File: config.mk
export PLATFORM = sky130hd
export DESIGN_NAME = torus3d_neighbor_list_flat
export DESIGN_NICKNAME = d
export VERILOG_FILES = /design/src/t3n_pkg.sv /design/src/t3n_req_if.sv /design/src/t3n_rsp_if.sv /design/src/t3n_csr_if.sv /design/src/torus3d_neighbor_list.sv /design/src/t3n_csr.sv /design/src/t3n_coord.sv /design/src/t3n_nbr.sv /design/src/t3n_emit.sv /design/src/flat_wrapper.sv
export SDC_FILE = /design/constraint.sdc
export NUM_CORES = 2
export LEC_CHECK = 0
export ABC_CLOCK_PERIOD_IN_PS = 7300
export BUFFER_PORTS_ARGS = -buffer_cell sky130_fd_sc_hd__clkbuf_2
export CAP_MARGIN = 20
export CORE_MARGIN = 1
export CORE_UTILIZATION = 28
export CTS_CLUSTER_SIZE = 14
export DETAILED_ROUTE_END_ITERATION = 10
export SLEW_MARGIN = 30
export SYNTH_ARGS = -nofsm -noshare
export SYNTH_HDL_FRONTEND = slang
export SYNTH_SLANG_ARGS = --single-unit
File: constraint.sdc
create_clock -name clock -period 7.3 [get_ports clock]
set_input_delay 0.73 -clock clock [delete_from_list [all_inputs] [get_ports clock]]
set_output_delay 0.73 -clock clock [all_outputs]
set_load 0.02 [all_outputs]
File: src/t3n_pkg.sv
`timescale 1ns / 1ps
`default_nettype none

package t3n_pkg;

   localparam int IDW   = 12;          // node number
   localparam int NW    = 13;          // node count, internal neighbor values
   localparam int SW    = 5;           // side and in-cube coordinates
   localparam int SSW   = 2 * SW;      // side squared
   localparam int RW    = 19;          // reciprocal of the side
   localparam int RSH   = 18;          // reciprocal scale, 2^RSH
   localparam int STW   = 2;           // status
   localparam int NB    = 6;           // neighbor slots
   localparam int SELW  = $clog2(NB);
   localparam int CIW   = 2;           // csr index
   localparam int CDW   = NW;          // csr data
   localparam int PID_W = IDW + RW;
   localparam int PM_W  = NW + RW;
   localparam int QS_W  = IDW + SW;
   localparam int XS_W  = IDW + SSW;
   localparam int PX_W  = SW + SSW;

   localparam logic [STW-1:0] ST_NEIGHBOR = 2'd0;
   localparam logic [STW-1:0] ST_NONE     = 2'd1;
   localparam logic [STW-1:0] ST_BAD      = 2'd2;

   localparam logic [CIW-1:0] CSR_NODE_COUNT  = 2'd0;
   localparam logic [CIW-1:0] CSR_SIDE_LENGTH = 2'd1;

   // ceil(2^18 / s), exact floor division for dividends below 2^13
   localparam logic [RW-1:0] RECIP_TABLE [32] = '{
      19'd262144, 19'd262144, 19'd131072, 19'd87382, 19'd65536, 19'd52429,
      19'd43691,  19'd37450,  19'd32768,  19'd29128, 19'd26215, 19'd23832,
      19'd21846,  19'd20165,  19'd18725,  19'd17477, 19'd16384, 19'd15421,
      19'd14564,  19'd13798,  19'd13108,  19'd12484, 19'd11916, 19'd11398,
      19'd10923,  19'd10486,  19'd10083,  19'd9710,  19'd9363,  19'd9040,
      19'd8739,   19'd8457
   };

   typedef struct packed {
      logic [NW-1:0]  n;
      logic [SW-1:0]  s;
      logic [SSW-1:0] ss;
      logic [RW-1:0]  recip;
   } cfg_type;

   typedef struct packed {
      logic           bad;
      logic [IDW-1:0] id;
      logic [NW-1:0]  m;      // node_count - 1 - id
      logic [NW-1:0]  mqy;    // m / s
      logic [NW-1:0]  mqx;    // m / s^2
      logic [IDW-1:0] x;
      logic [SW-1:0]  y;
      logic [SW-1:0]  z;
      logic [SSW-1:0] ry;     // id mod s^2
   } coord_type;

   typedef struct packed {
      logic                   bad;
      logic [NB-1:0]          keep;
      logic [NB-1:0][NW-1:0]  cand;
   } cand_type;

endpackage

`default_nettype wire

File: src/t3n_req_if.sv
`timescale 1ns / 1ps
`default_nettype none

interface t3n_req_if;
   import t3n_pkg::*;
   logic           valid;
   logic           ready;
   logic [IDW-1:0] node_id;
   modport source (output valid, output node_id, input ready);
   modport sink (input valid, input node_id, output ready);
endinterface

`default_nettype wire

File: src/t3n_rsp_if.sv
`timescale 1ns / 1ps
`default_nettype none

interface t3n_rsp_if;
   import t3n_pkg::*;
   logic           valid;
   logic           ready;
   logic [IDW-1:0] neighbor_id;
   logic [STW-1:0] status;
   logic           last;
   modport source (output valid, output neighbor_id, output status, output last,
                   input ready);
   modport sink (input valid, input neighbor_id, input status, input last,
                 output ready);
endinterface

`default_nettype wire

File: src/t3n_csr_if.sv
`timescale 1ns / 1ps
`default_nettype none

interface t3n_csr_if;
   import t3n_pkg::*;
   logic           valid;
   logic           ready;
   logic [CIW-1:0] index;
   logic [CDW-1:0] data;
   modport source (output valid, output index, output data, input ready);
   modport sink (input valid, input index, input data, output ready);
endinterface

`default_nettype wire

File: src/torus3d_neighbor_list.sv
`timescale 1ns / 1ps
`default_nettype none

// a node beat passes through 7 pipeline stages and then the result register
// throughput: a node has 1 to 6 result beats, which the result register sends
// one per cycle while out_ready is high; a new node is taken only with the last
// beat of the one before, or when the result register is empty
// reset: clears all pipeline valid bits, node_count reads 1 and side_length 1

module torus3d_neighbor_list #(
   parameter int MAX_NODES = 4096,
   parameter int MAX_SIDE  = 16
) (
   input  wire logic   clock,
   input  wire logic   reset,
   t3n_req_if.sink     req_bus,
   t3n_rsp_if.source   rsp_bus,
   t3n_csr_if.sink     csr_bus
);
   import t3n_pkg::*;

   cfg_type   cfg;
   logic      crd_valid, crd_ready;
   coord_type crd_data;
   logic      nbr_valid, nbr_ready;
   cand_type  nbr_data;

   t3n_csr #(
      .MAX_NODES (MAX_NODES),
      .MAX_SIDE  (MAX_SIDE)
   ) u_csr (
      .clock   (clock),
      .reset   (reset),
      .csr_bus (csr_bus),
      .cfg     (cfg)
   );

   t3n_coord u_coord (
      .clock     (clock),
      .reset     (reset),
      .cfg       (cfg),
      .in_valid  (req_bus.valid),
      .in_ready  (req_bus.ready),
      .in_id     (req_bus.node_id),
      .out_valid (crd_valid),
      .out_ready (crd_ready),
      .out_data  (crd_data)
   );

   t3n_nbr u_nbr (
      .clock     (clock),
      .reset     (reset),
      .cfg       (cfg),
      .in_valid  (crd_valid),
      .in_ready  (crd_ready),
      .in_data   (crd_data),
      .out_valid (nbr_valid),
      .out_ready (nbr_ready),
      .out_data  (nbr_data)
   );

   t3n_emit u_emit (
      .clock           (clock),
      .reset           (reset),
      .in_valid        (nbr_valid),
      .in_ready        (nbr_ready),
      .in_data         (nbr_data),
      .out_valid       (rsp_bus.valid),
      .out_ready       (rsp_bus.ready),
      .out_neighbor_id (rsp_bus.neighbor_id),
      .out_status      (rsp_bus.status),
      .out_last        (rsp_bus.last)
   );

endmodule

`default_nettype wire

File: src/t3n_csr.sv
`timescale 1ns / 1ps
`default_nettype none

module t3n_csr #(
   parameter int MAX_NODES = 4096,
   parameter int MAX_SIDE  = 16
) (
   input  wire logic             clock,
   input  wire logic             reset,
   t3n_csr_if.sink               csr_bus,
   output t3n_pkg::cfg_type      cfg
);
   import t3n_pkg::*;

   localparam logic [NW-1:0] N_CLAMP = NW'(MAX_NODES);
   localparam logic [SW-1:0] S_CLAMP = SW'(MAX_SIDE);

   cfg_type        cfg_ff, cfg_in;
   logic [SW-1:0]  s_raw;
   logic [SW-1:0]  s_eff;
   logic [SSW-1:0] s_wide;

   assign csr_bus.ready = 1'b1;
   assign s_raw         = csr_bus.data[SW-1:0];

   always_comb begin
      if (s_raw == '0) begin
         s_eff = SW'(1);
      end else if (int'(s_raw) > MAX_SIDE) begin
         s_eff = S_CLAMP;
      end else begin
         s_eff = s_raw;
      end
   end

   assign s_wide = SSW'(s_eff);

   always_comb begin
      cfg_in = cfg_ff;
      if (csr_bus.valid) begin
         case (csr_bus.index)
            CSR_NODE_COUNT: begin
               cfg_in.n = (int'(csr_bus.data) > MAX_NODES) ? N_CLAMP : csr_bus.data;
            end
            CSR_SIDE_LENGTH: begin
               cfg_in.s     = s_eff;
               cfg_in.ss    = s_wide * s_wide;
               cfg_in.recip = RECIP_TABLE[s_eff];
            end
            default: begin
               cfg_in = cfg_ff;
            end
         endcase
      end
   end

   always_ff @(posedge clock) begin
      if (reset) begin
         cfg_ff.n     <= NW'(1);
         cfg_ff.s     <= SW'(1);
         cfg_ff.ss    <= SSW'(1);
         cfg_ff.recip <= RECIP_TABLE[1];
      end else begin
         cfg_ff <= cfg_in;
      end
   end

   assign cfg = cfg_ff;

endmodule

`default_nettype wire

File: src/t3n_coord.sv
`timescale 1ns / 1ps
`default_nettype none

// splits the node number into x, y, z by reciprocal multiplication, four stages
module t3n_coord (
   input  wire logic                   clock,
   input  wire logic                   reset,
   input  wire t3n_pkg::cfg_type       cfg,
   input  wire logic                   in_valid,
   output logic                        in_ready,
   input  wire logic [t3n_pkg::IDW-1:0] in_id,
   output logic                        out_valid,
   input  wire logic                   out_ready,
   output t3n_pkg::coord_type          out_data
);
   import t3n_pkg::*;

   typedef struct packed {
      logic           bad;
      logic [IDW-1:0] id;
      logic [NW-1:0]  m;
   } st1_type;

   typedef struct packed {
      logic           bad;
      logic [IDW-1:0] id;
      logic [NW-1:0]  m;
      logic [IDW-1:0] q1;
      logic [NW-1:0]  mqy;
   } st2_type;

   typedef struct packed {
      logic           bad;
      logic [IDW-1:0] id;
      logic [NW-1:0]  m;
      logic [IDW-1:0] q1;
      logic [NW-1:0]  mqy;
      logic [NW-1:0]  mqx;
      logic [IDW-1:0] x;
      logic [SW-1:0]  z;
   } st3_type;

   logic      s1_valid_ff, s2_valid_ff, s3_valid_ff, s4_valid_ff;
   logic      s1_ready, s2_ready, s3_ready, s4_ready;
   st1_type   s1_ff, s1_in;
   st2_type   s2_ff, s2_in;
   st3_type   s3_ff, s3_in;
   coord_type s4_ff, s4_in;

   logic [PID_W-1:0] p_id;
   logic [PM_W-1:0]  p_m;
   logic [PID_W-1:0] p_q1;
   logic [PM_W-1:0]  p_mqy;
   logic [QS_W-1:0]  q1_s;
   logic [QS_W-1:0]  z_full;
   logic [QS_W-1:0]  x_s;
   logic [QS_W-1:0]  y_full;
   logic [XS_W-1:0]  x_ss;
   logic [XS_W-1:0]  ry_full;

   assign s4_ready = !s4_valid_ff || out_ready;
   assign s3_ready = !s3_valid_ff || s4_ready;
   assign s2_ready = !s2_valid_ff || s3_ready;
   assign s1_ready = !s1_valid_ff || s2_ready;
   assign in_ready = s1_ready;

   // stage 1: range check and headroom above the node
   always_comb begin
      s1_in.bad = NW'(in_id) >= cfg.n;
      s1_in.id  = in_id;
      s1_in.m   = cfg.n - NW'(1) - NW'(in_id);
   end

   // stage 2: first division by the side
   always_comb begin
      p_id      = PID_W'(s1_ff.id) * PID_W'(cfg.recip);
      p_m       = PM_W'(s1_ff.m) * PM_W'(cfg.recip);
      s2_in.bad = s1_ff.bad;
      s2_in.id  = s1_ff.id;
      s2_in.m   = s1_ff.m;
      s2_in.q1  = p_id[RSH +: IDW];
      s2_in.mqy = p_m[RSH +: NW];
   end

   // stage 3: z remainder and second division
   always_comb begin
      q1_s      = QS_W'(s2_ff.q1) * QS_W'(cfg.s);
      z_full    = QS_W'(s2_ff.id) - q1_s;
      p_q1      = PID_W'(s2_ff.q1) * PID_W'(cfg.recip);
      p_mqy     = PM_W'(s2_ff.mqy) * PM_W'(cfg.recip);
      s3_in.bad = s2_ff.bad;
      s3_in.id  = s2_ff.id;
      s3_in.m   = s2_ff.m;
      s3_in.q1  = s2_ff.q1;
      s3_in.mqy = s2_ff.mqy;
      s3_in.mqx = p_mqy[RSH +: NW];
      s3_in.x   = p_q1[RSH +: IDW];
      s3_in.z   = z_full[SW-1:0];
   end

   // stage 4: y and the offset inside the x plane
   always_comb begin
      x_s       = QS_W'(s3_ff.x) * QS_W'(cfg.s);
      y_full    = QS_W'(s3_ff.q1) - x_s;
      x_ss      = XS_W'(s3_ff.x) * XS_W'(cfg.ss);
      ry_full   = XS_W'(s3_ff.id) - x_ss;
      s4_in.bad = s3_ff.bad;
      s4_in.id  = s3_ff.id;
      s4_in.m   = s3_ff.m;
      s4_in.mqy = s3_ff.mqy;
      s4_in.mqx = s3_ff.mqx;
      s4_in.x   = s3_ff.x;
      s4_in.y   = y_full[SW-1:0];
      s4_in.z   = s3_ff.z;
      s4_in.ry  = ry_full[SSW-1:0];
   end

   always_ff @(posedge clock) begin
      if (reset) begin
         s1_valid_ff <= 1'b0;
         s2_valid_ff <= 1'b0;
         s3_valid_ff <= 1'b0;
         s4_valid_ff <= 1'b0;
      end else begin
         if (s1_ready) s1_valid_ff <= in_valid;
         if (s2_ready) s2_valid_ff <= s1_valid_ff;
         if (s3_ready) s3_valid_ff <= s2_valid_ff;
         if (s4_ready) s4_valid_ff <= s3_valid_ff;
      end
   end

   always_ff @(posedge clock) begin
      if (s1_ready && in_valid) s1_ff <= s1_in;
      if (s2_ready && s1_valid_ff) s2_ff <= s2_in;
      if (s3_ready && s2_valid_ff) s3_ff <= s3_in;
      if (s4_ready && s3_valid_ff) s4_ff <= s4_in;
   end

   assign out_valid = s4_valid_ff;
   assign out_data  = s4_ff;

endmodule

`default_nettype wire

File: src/t3n_nbr.sv
`timescale 1ns / 1ps
`default_nettype none

// neighbor candidates in x-, y-, z-, x+, y+, z+ order, then duplicate removal
module t3n_nbr (
   input  wire logic               clock,
   input  wire logic               reset,
   input  wire t3n_pkg::cfg_type   cfg,
   input  wire logic               in_valid,
   output logic                    in_ready,
   input  wire t3n_pkg::coord_type in_data,
   output logic                    out_valid,
   input  wire logic               out_ready,
   output t3n_pkg::cand_type       out_data
);
   import t3n_pkg::*;

   localparam int XM = 0;
   localparam int YM = 1;
   localparam int ZM = 2;
   localparam int XP = 3;
   localparam int YP = 4;
   localparam int ZP = 5;

   typedef struct packed {
      logic           bad;
      logic [IDW-1:0] id;
      logic           x0, y0, z0;
      logic           xin;     // x inside the cube
      logic           xle;     // x - 1 inside the cube
      logic           fwd_x, fwd_y, fwd_z;
      logic           qpos_x, qpos_y, qpos_z;
      logic [PX_W-1:0] prod_x;
      logic [SSW-1:0] prod_y;
      logic [SW-1:0]  prod_z;
      logic [SSW-1:0] ry;
      logic [SW-1:0]  z;
   } st5_type;

   logic     s5_valid_ff, s6_valid_ff, s7_valid_ff;
   logic     s5_ready, s6_ready, s7_ready;
   st5_type  s5_ff, s5_in;
   cand_type s6_ff, s6_in;
   cand_type s7_ff, s7_in;

   logic [SW-1:0] sm1;
   logic [SW-1:0] qmax_x, qmax_y, qmax_z;
   logic [NW-1:0] idw;

   assign s7_ready = !s7_valid_ff || out_ready;
   assign s6_ready = !s6_valid_ff || s7_ready;
   assign s5_ready = !s5_valid_ff || s6_ready;
   assign in_ready = s5_ready;

   // stage 5: highest wrap target on each line, forward step checks
   always_comb begin
      sm1    = cfg.s - SW'(1);
      qmax_z = (in_data.m >= NW'(sm1)) ? sm1 : in_data.m[SW-1:0];
      qmax_y = (in_data.mqy >= NW'(sm1)) ? sm1 : in_data.mqy[SW-1:0];
      qmax_x = (in_data.mqx >= NW'(sm1)) ? sm1 : in_data.mqx[SW-1:0];

      s5_in.bad    = in_data.bad;
      s5_in.id     = in_data.id;
      s5_in.x0     = in_data.x == '0;
      s5_in.y0     = in_data.y == '0;
      s5_in.z0     = in_data.z == '0;
      s5_in.xin    = in_data.x < IDW'(cfg.s);
      s5_in.xle    = in_data.x <= IDW'(cfg.s);
      s5_in.fwd_x  = (NW'(in_data.x) + NW'(1) < NW'(cfg.s)) && (in_data.mqx != '0);
      s5_in.fwd_y  = ((SW + 1)'(in_data.y) + (SW + 1)'(1) < (SW + 1)'(cfg.s))
                     && (in_data.mqy != '0);
      s5_in.fwd_z  = ((SW + 1)'(in_data.z) + (SW + 1)'(1) < (SW + 1)'(cfg.s))
                     && (in_data.m != '0);
      s5_in.qpos_x = qmax_x != '0;
      s5_in.qpos_y = qmax_y != '0;
      s5_in.qpos_z = qmax_z != '0;
      s5_in.prod_x = PX_W'(qmax_x) * PX_W'(cfg.ss);
      s5_in.prod_y = SSW'(qmax_y) * SSW'(cfg.s);
      s5_in.prod_z = qmax_z;
      s5_in.ry     = in_data.ry;
      s5_in.z      = in_data.z;
   end

   // stage 6: candidate node numbers and which of them exist
   always_comb begin
      idw          = NW'(s5_ff.id);
      s6_in.bad    = s5_ff.bad;

      s6_in.cand[XM] = s5_ff.x0 ? idw + NW'(s5_ff.prod_x)
                     : (s5_ff.xle ? idw - NW'(cfg.ss) : NW'(s5_ff.ry));
      s6_in.keep[XM] = s5_ff.x0 ? s5_ff.qpos_x : 1'b1;

      s6_in.cand[YM] = s5_ff.y0 ? idw + NW'(s5_ff.prod_y) : idw - NW'(cfg.s);
      s6_in.keep[YM] = s5_ff.xin && (s5_ff.y0 ? s5_ff.qpos_y : 1'b1);

      s6_in.cand[ZM] = s5_ff.z0 ? idw + NW'(s5_ff.prod_z) : idw - NW'(1);
      s6_in.keep[ZM] = s5_ff.xin && (s5_ff.z0 ? s5_ff.qpos_z : 1'b1);

      s6_in.cand[XP] = s5_ff.fwd_x ? idw + NW'(cfg.ss) : NW'(s5_ff.ry);
      s6_in.keep[XP] = s5_ff.fwd_x || !s5_ff.x0;

      // fallback to y = 0 keeps x and z
      s6_in.cand[YP] = s5_ff.fwd_y ? idw + NW'(cfg.s)
                     : idw - NW'(s5_ff.ry) + NW'(s5_ff.z);
      s6_in.keep[YP] = s5_ff.xin && (s5_ff.fwd_y || !s5_ff.y0);

      s6_in.cand[ZP] = s5_ff.fwd_z ? idw + NW'(1) : idw - NW'(s5_ff.z);
      s6_in.keep[ZP] = s5_ff.xin && (s5_ff.fwd_z || !s5_ff.z0);
   end

   // stage 7: drop a candidate equal to any earlier existing one
   always_comb begin
      s7_in = s6_ff;
      for (int i = 1; i < NB; i++) begin
         for (int j = 0; j < i; j++) begin
            if (s6_ff.keep[j] && (s6_ff.cand[j] == s6_ff.cand[i])) begin
               s7_in.keep[i] = 1'b0;
            end
         end
      end
   end

   always_ff @(posedge clock) begin
      if (reset) begin
         s5_valid_ff <= 1'b0;
         s6_valid_ff <= 1'b0;
         s7_valid_ff <= 1'b0;
      end else begin
         if (s5_ready) s5_valid_ff <= in_valid;
         if (s6_ready) s6_valid_ff <= s5_valid_ff;
         if (s7_ready) s7_valid_ff <= s6_valid_ff;
      end
   end

   always_ff @(posedge clock) begin
      if (s5_ready && in_valid) s5_ff <= s5_in;
      if (s6_ready && s5_valid_ff) s6_ff <= s6_in;
      if (s7_ready && s6_valid_ff) s7_ff <= s7_in;
   end

   assign out_valid = s7_valid_ff;
   assign out_data  = s7_ff;

endmodule

`default_nettype wire

File: src/t3n_emit.sv
`timescale 1ns / 1ps
`default_nettype none

// turns one candidate set into result beats, lowest slot first
module t3n_emit (
   input  wire logic                    clock,
   input  wire logic                    reset,
   input  wire logic                    in_valid,
   output logic                         in_ready,
   input  wire t3n_pkg::cand_type       in_data,
   output logic                         out_valid,
   input  wire logic                    out_ready,
   output logic [t3n_pkg::IDW-1:0]      out_neighbor_id,
   output logic [t3n_pkg::STW-1:0]      out_status,
   output logic                         out_last
);
   import t3n_pkg::*;

   logic                  valid_ff;
   logic [NB-1:0]         mask_ff;
   logic [NB-1:0][NW-1:0] cand_ff;
   logic [STW-1:0]        status_ff, status_in;
   logic [SELW-1:0]       sel;
   logic [NB-1:0]         mask_clr;
   logic                  last;
   logic                  beat;

   always_comb begin
      sel = '0;
      for (int i = NB - 1; i >= 0; i--) begin
         if (mask_ff[i]) sel = SELW'(i);
      end
      mask_clr      = mask_ff;
      mask_clr[sel] = 1'b0;
   end

   assign last     = (status_ff != ST_NEIGHBOR) || (mask_clr == '0);
   assign beat     = valid_ff && out_ready;
   assign in_ready = !valid_ff || (out_ready && last);

   always_comb begin
      if (in_data.bad) begin
         status_in = ST_BAD;
      end else if (in_data.keep == '0) begin
         status_in = ST_NONE;
      end else begin
         status_in = ST_NEIGHBOR;
      end
   end

   always_ff @(posedge clock) begin
      if (reset) begin
         valid_ff <= 1'b0;
      end else if (in_ready) begin
         valid_ff <= in_valid;
      end
   end

   always_ff @(posedge clock) begin
      if (in_ready) begin
         if (in_valid) begin
            cand_ff   <= in_data.cand;
            status_ff <= status_in;
            mask_ff   <= (status_in == ST_NEIGHBOR) ? in_data.keep : '0;
         end
      end else if (beat) begin
         mask_ff <= mask_clr;
      end
   end

   assign out_valid       = valid_ff;
   assign out_status      = status_ff;
   assign out_last        = last;
   assign out_neighbor_id = (status_ff == ST_NEIGHBOR) ? cand_ff[sel][IDW-1:0] : '0;

endmodule

`default_nettype wire
File: src/flat_wrapper.sv
// flat-port wrapper written by rule: the top's interface ports become plain ports
module torus3d_neighbor_list_flat import t3n_pkg::*;
#(
   parameter int MAX_NODES = 4096,
   parameter int MAX_SIDE  = 16
)
  (clock, reset, req_bus_valid, req_bus_node_id, req_bus_ready, rsp_bus_valid, rsp_bus_neighbor_id, rsp_bus_status, rsp_bus_last, rsp_bus_ready, csr_bus_valid, csr_bus_index, csr_bus_data, csr_bus_ready);
  t3n_req_if req_bus_i ();
  t3n_rsp_if rsp_bus_i ();
  t3n_csr_if csr_bus_i ();
  input  wire logic clock;
  input  wire logic reset;
  input wire logic [$bits(req_bus_i.valid)-1:0] req_bus_valid;
  input wire logic [$bits(req_bus_i.node_id)-1:0] req_bus_node_id;
  output wire logic [$bits(req_bus_i.ready)-1:0] req_bus_ready;
  output wire logic [$bits(rsp_bus_i.valid)-1:0] rsp_bus_valid;
  output wire logic [$bits(rsp_bus_i.neighbor_id)-1:0] rsp_bus_neighbor_id;
  output wire logic [$bits(rsp_bus_i.status)-1:0] rsp_bus_status;
  output wire logic [$bits(rsp_bus_i.last)-1:0] rsp_bus_last;
  input wire logic [$bits(rsp_bus_i.ready)-1:0] rsp_bus_ready;
  input wire logic [$bits(csr_bus_i.valid)-1:0] csr_bus_valid;
  input wire logic [$bits(csr_bus_i.index)-1:0] csr_bus_index;
  input wire logic [$bits(csr_bus_i.data)-1:0] csr_bus_data;
  output wire logic [$bits(csr_bus_i.ready)-1:0] csr_bus_ready;
  assign req_bus_i.valid = req_bus_valid;
  assign req_bus_i.node_id = req_bus_node_id;
  assign req_bus_ready = req_bus_i.ready;
  assign rsp_bus_valid = rsp_bus_i.valid;
  assign rsp_bus_neighbor_id = rsp_bus_i.neighbor_id;
  assign rsp_bus_status = rsp_bus_i.status;
  assign rsp_bus_last = rsp_bus_i.last;
  assign rsp_bus_i.ready = rsp_bus_ready;
  assign csr_bus_i.valid = csr_bus_valid;
  assign csr_bus_i.index = csr_bus_index;
  assign csr_bus_i.data = csr_bus_data;
  assign csr_bus_ready = csr_bus_i.ready;
  torus3d_neighbor_list #(.MAX_NODES(MAX_NODES), .MAX_SIDE(MAX_SIDE)) u_core (.clock(clock), .reset(reset), .req_bus(req_bus_i), .rsp_bus(rsp_bus_i), .csr_bus(csr_bus_i));
endmodule
==> impl_metrics.json <==
{
  "status": "completed",
  "fin_area_sq_um": 66840,
  "netlist_top_cells_area": "edfxtp_1, fa_1, ha_1",
  "first_iter_violations": 2642,
  "combPwrFrac_pct": 23.9,
  "synth_flop_cell": "edfxtp_1",
  "drt-vias-per-instance": 4.686,
  "io_pins": 50,
  "intPower_mw": 6.809,
  "rsz0062_at_grt": "false",
  "cts.sinks": 599,
  "critPathRequiredTime_ns": 7.71,
  "routed_wl_mm": 156.5,
  "regArea_sq_um": 17480,
  "dr_total_vias": 41332,
  "setup_ws_ns": 0.8701,
  "die_w_um": 469.4,
  "h-tree-depth": 3,
  "drv_cap": 0,
  "cp_slowest_cell": "edfxtp_1",
  "netlist_instances": 6039,
  "synth_area_per_cell_sq_um": 10.13,
  "maxSlewHeadroom_pct": 30.54,
  "synth_fa_ha_area_share_pct": 36.59,
  "clk_latency_ns": 0.67,
  "p_leak_nw": 27.82,
  "worstSetupPathType": "flop to flop",
  "power_per_cell_area_nw_per_um2": 149.7,
  "nFillCells": 22131,
  "worst_path_most_repeated_cell": "inv_1",
  "route.detailed.drc": 0,
  "dp_slack_ns": 0.8953,
  "max-vdd-ir-drop_mv": 0.1638,
  "cts_root_buffer": "clkbuf_16",
  "start_kind": "flop",
  "ys_warn_count": 0,
  "sw_frac_of_total_pct": 31.96,
  "min_path_type": "primary input to flop",
  "fin_crit_sh_pct": 88.08,
  "crit_arrival_ns": 6.84,
  "ys_ff_latch": 599,
  "use_met1_pct": 18.57,
  "syn_area_sq_um": 61160,
  "cts_buffer_depth": 3,
  "stdcell_count": 8821,
  "routedWlPerCell_um": 17.74,
  "synthMuxAreaShare_pct": 0.7405,
  "antenna_found_initial": 5,
  "cts_hold_buf": 0,
  "dp.cells": 8690,
  "synth-async-reset-ratio_pct": 0,
  "yosysSeqAreaShare_pct": 28.54,
  "synth-simple-area-share_pct": 13.83,
  "grt_pass1_wl_mm": 251.7,
  "final_layout_size_suffix_gt1_share_pct": 5.667,
  "tritoncts": "yes",
  "core_sq_um": 217200,
  "cts_buffers": 69,
  "synth-xor-area-share_pct": 6.131,
  "crit_chain": "nand2_1, fa_1, inv_1, fa_1, inv_1, fa_1, inv_1, ha_1, inv_1, fa_1, inv_1, ha_1, a2111oi_0, o21ai_0, a311oi_1, nor3_1, a21o_1, a211oi_1, o31ai_1, xnor2_1",
  "grt_use_met2_pct": 24.44,
  "grtUsageTotal_pct": 14.46,
  "fin_crit_ns": 6.430,
  "synth_cell_types": 87,
  "fmax_mhz": 155.5,
  "fin_setup_tns_ns": 0,
  "synth_compound_area_share_pct": 6.065,
  "crit_path_end_kind": "flop",
  "synth_edf_count": 546,
  "drv_slew": 0,
  "area_delta_synth_final_pct": 9.277,
  "final_hold_viol_count": 0,
  "die-area_sq_um": 220300,
  "final_nets": 7258,
  "firstDrtPassIters": 6,
  "synth_top_family_by_area": "adder cells",
  "multi_input_area_sq_um": 38880,
  "grt_max_degree": 78,
  "path_clk_slew_ns": 0.06,
  "rows": 171,
  "die_height_um": 469.4,
  "dpl.hpwl_mm": 119.2,
  "post-cts-setup-buffers": 0,
  "synth_top_cell_area_share_pct": 26.81,
  "final.setup_skew_ns": 0.02880,
  "grt-ovfl-total": 0,
  "switchingPower_mw": 3.198,
  "gp_congestion": 0.9137,
  "hold_slack_ns": 0.2854,
  "slowest_delay_ns": 0.87,
  "cts_resized": 0,
  "grtUsageMet3_pct": 2.283,
  "postRouteAntennaNets": 0,
  "crit_fanout": 20,
  "yosysTopAreaCell": "edfxtp_1",
  "setup_viol": 0,
  "busiest_layer": "met2",
  "p_seq_share_pct": 42.0,
  "start_util_pct": 28.17,
  "worst_pin_slew_ns": 1.042,
  "port_buffers": 48,
  "place_area_sq_um": 64520,
  "grt_pass1_vias": 44611,
  "p_clk_share_pct": 34.1
}
per-layer routing:
| metal | up-vias | share of wire, % |
|---|---|---|
| met5 | - | 0 |
| met4 | 0 | 3.7 |
| met3 | 291 | 5.2 |
| met2 | 1102 | 48 |
| met1 | 20970 | 44 |
| li1 | 18969 | - |
placed cells by master, fill, tap and decap left out, types with 10 or more instances in the layout:
cell         n
a211oi_1    51
a21o_1      50
a21oi_1    189
a31oi_1     16
and2_1     364
and3_1      19
buf_4       91
clkbuf_1    13
clkbuf_16   70
clkbuf_2    48
conb_1      11
dfxtp_1     35
dfxtp_2     18
edfxtp_1   546
fa_1       784
ha_1       530
inv_1      957
mux2_2      23
mux2i_1     18
nand2_1    851
nand2b_1    37
nand3_1     61
nand3b_1    21
nand4_1     42
nor2_1     149
nor2b_1     50
nor3_1      57
nor4_1      40
o211ai_1    16
o21a_1      29
o21ai_0     95
o21bai_1    32
o31ai_1     10
or2_2       14
or3_1       18
xnor2_1    283
xor2_1     142
synth_stat cells, types with 40 or more instances:
cell type	count
a211oi_1	52
xnor2_1	283
nand4_1	42
o21ai_0	95
nand2_1	851
fa_1	784
clkbuf_1	326
inv_1	957
a21o_1	50
nor3_1	58
nor4_1	40
nor2_1	149
a21oi_1	190
nand3_1	61
dfxtp_1	53
edfxtp_1	546
nor2b_1	52
and2_1	366
xor2_1	142
ha_1	530
per-stage QoR:
stage / power [mW] / utilization, %
after global routing: 10.59 / 30.78
final: 10.01 / 30.78
after global placement: 6.580 / 29.70
after floorplan: 5.917 / -
after CTS: 10.11 / 30.73
after detailed placement: 6.642 / 29.71
logic make-up after synthesis:
kind of cell | Yosys count
buffers and inverters | 1314
AO/OA/AOI/OAI | 578
AND/OR/NAND/NOR | 1759
adder cells (fa/ha/maj) | 1319
multiplexers | 42
other | 2
flip-flops | 599
XOR/XNOR | 426
worst max-delay path: cells and delay by family (launching register included):
family / cells / cell delay, ns
xor+xnor: 1 / 0.14
fa+ha+maj: 6 / 2.56
flops: 1 / 0.87
compound gates: 6 / 1.94
simple gates: 2 / 0.39
buf+inv: 5 / 0.23
path summary, 6_finish.rpt:
check	from	to	slack [ns]	cells after the start
hold / removal	req_bus_node_id[0]	u_core.u_coord.s1_ff[13]	0.29	1
hold reg to reg	u_core.u_coord.s3_ff[32]	u_core.u_coord.out_data[47]	0.41	0
setup reg to reg	u_core.u_coord.s1_ff[1]	u_core.u_coord.s2_ff[12]	0.87	20
setup / recovery	u_core.u_coord.s1_ff[1]	u_core.u_coord.s2_ff[12]	0.87	20
final cells by class:
cell class	instances	share of cell area, %
diodes	3	0.01123
inverters	959	5.389
repair buffers	148	1.619
clock inverters	39	0.5990
well taps	2854	5.343
flip-flops and latches	599	26.15
multi-input cells	4135	58.17
clock buffers	84	2.714
sequential cells by signal, indices dropped and copies added (netlist names), 2 cells and up:
signal and count:
u_core.u_coord.s1_ff 26, u_core.u_csr.cfg 45, u_core.u_coord.s2_ff 51, u_core.u_nbr.out_data 79, u_core.u_emit.mask_ff 6, u_core.u_nbr.s5_ff 55
u_core.u_coord.out_data 84, u_core.u_nbr.idw 12, u_core.u_nbr.s6_ff 85, u_core.u_coord.s3_ff 74, u_core.u_emit.cand_ff 72, u_core.u_emit.out_status 2
power by group through the flow:
stage	combinational [mW]	clock, mW	sequential, mW
CTS	2.39	3.51	4.21
detailed placement	2.36	0	4.28
floorplan	1.89	0	4.03
global placement	2.30	0	4.28
finish	2.39	3.41	4.20
global route	2.75	3.63	4.21
Note: power is estimated with default switching activity, not from simulation.
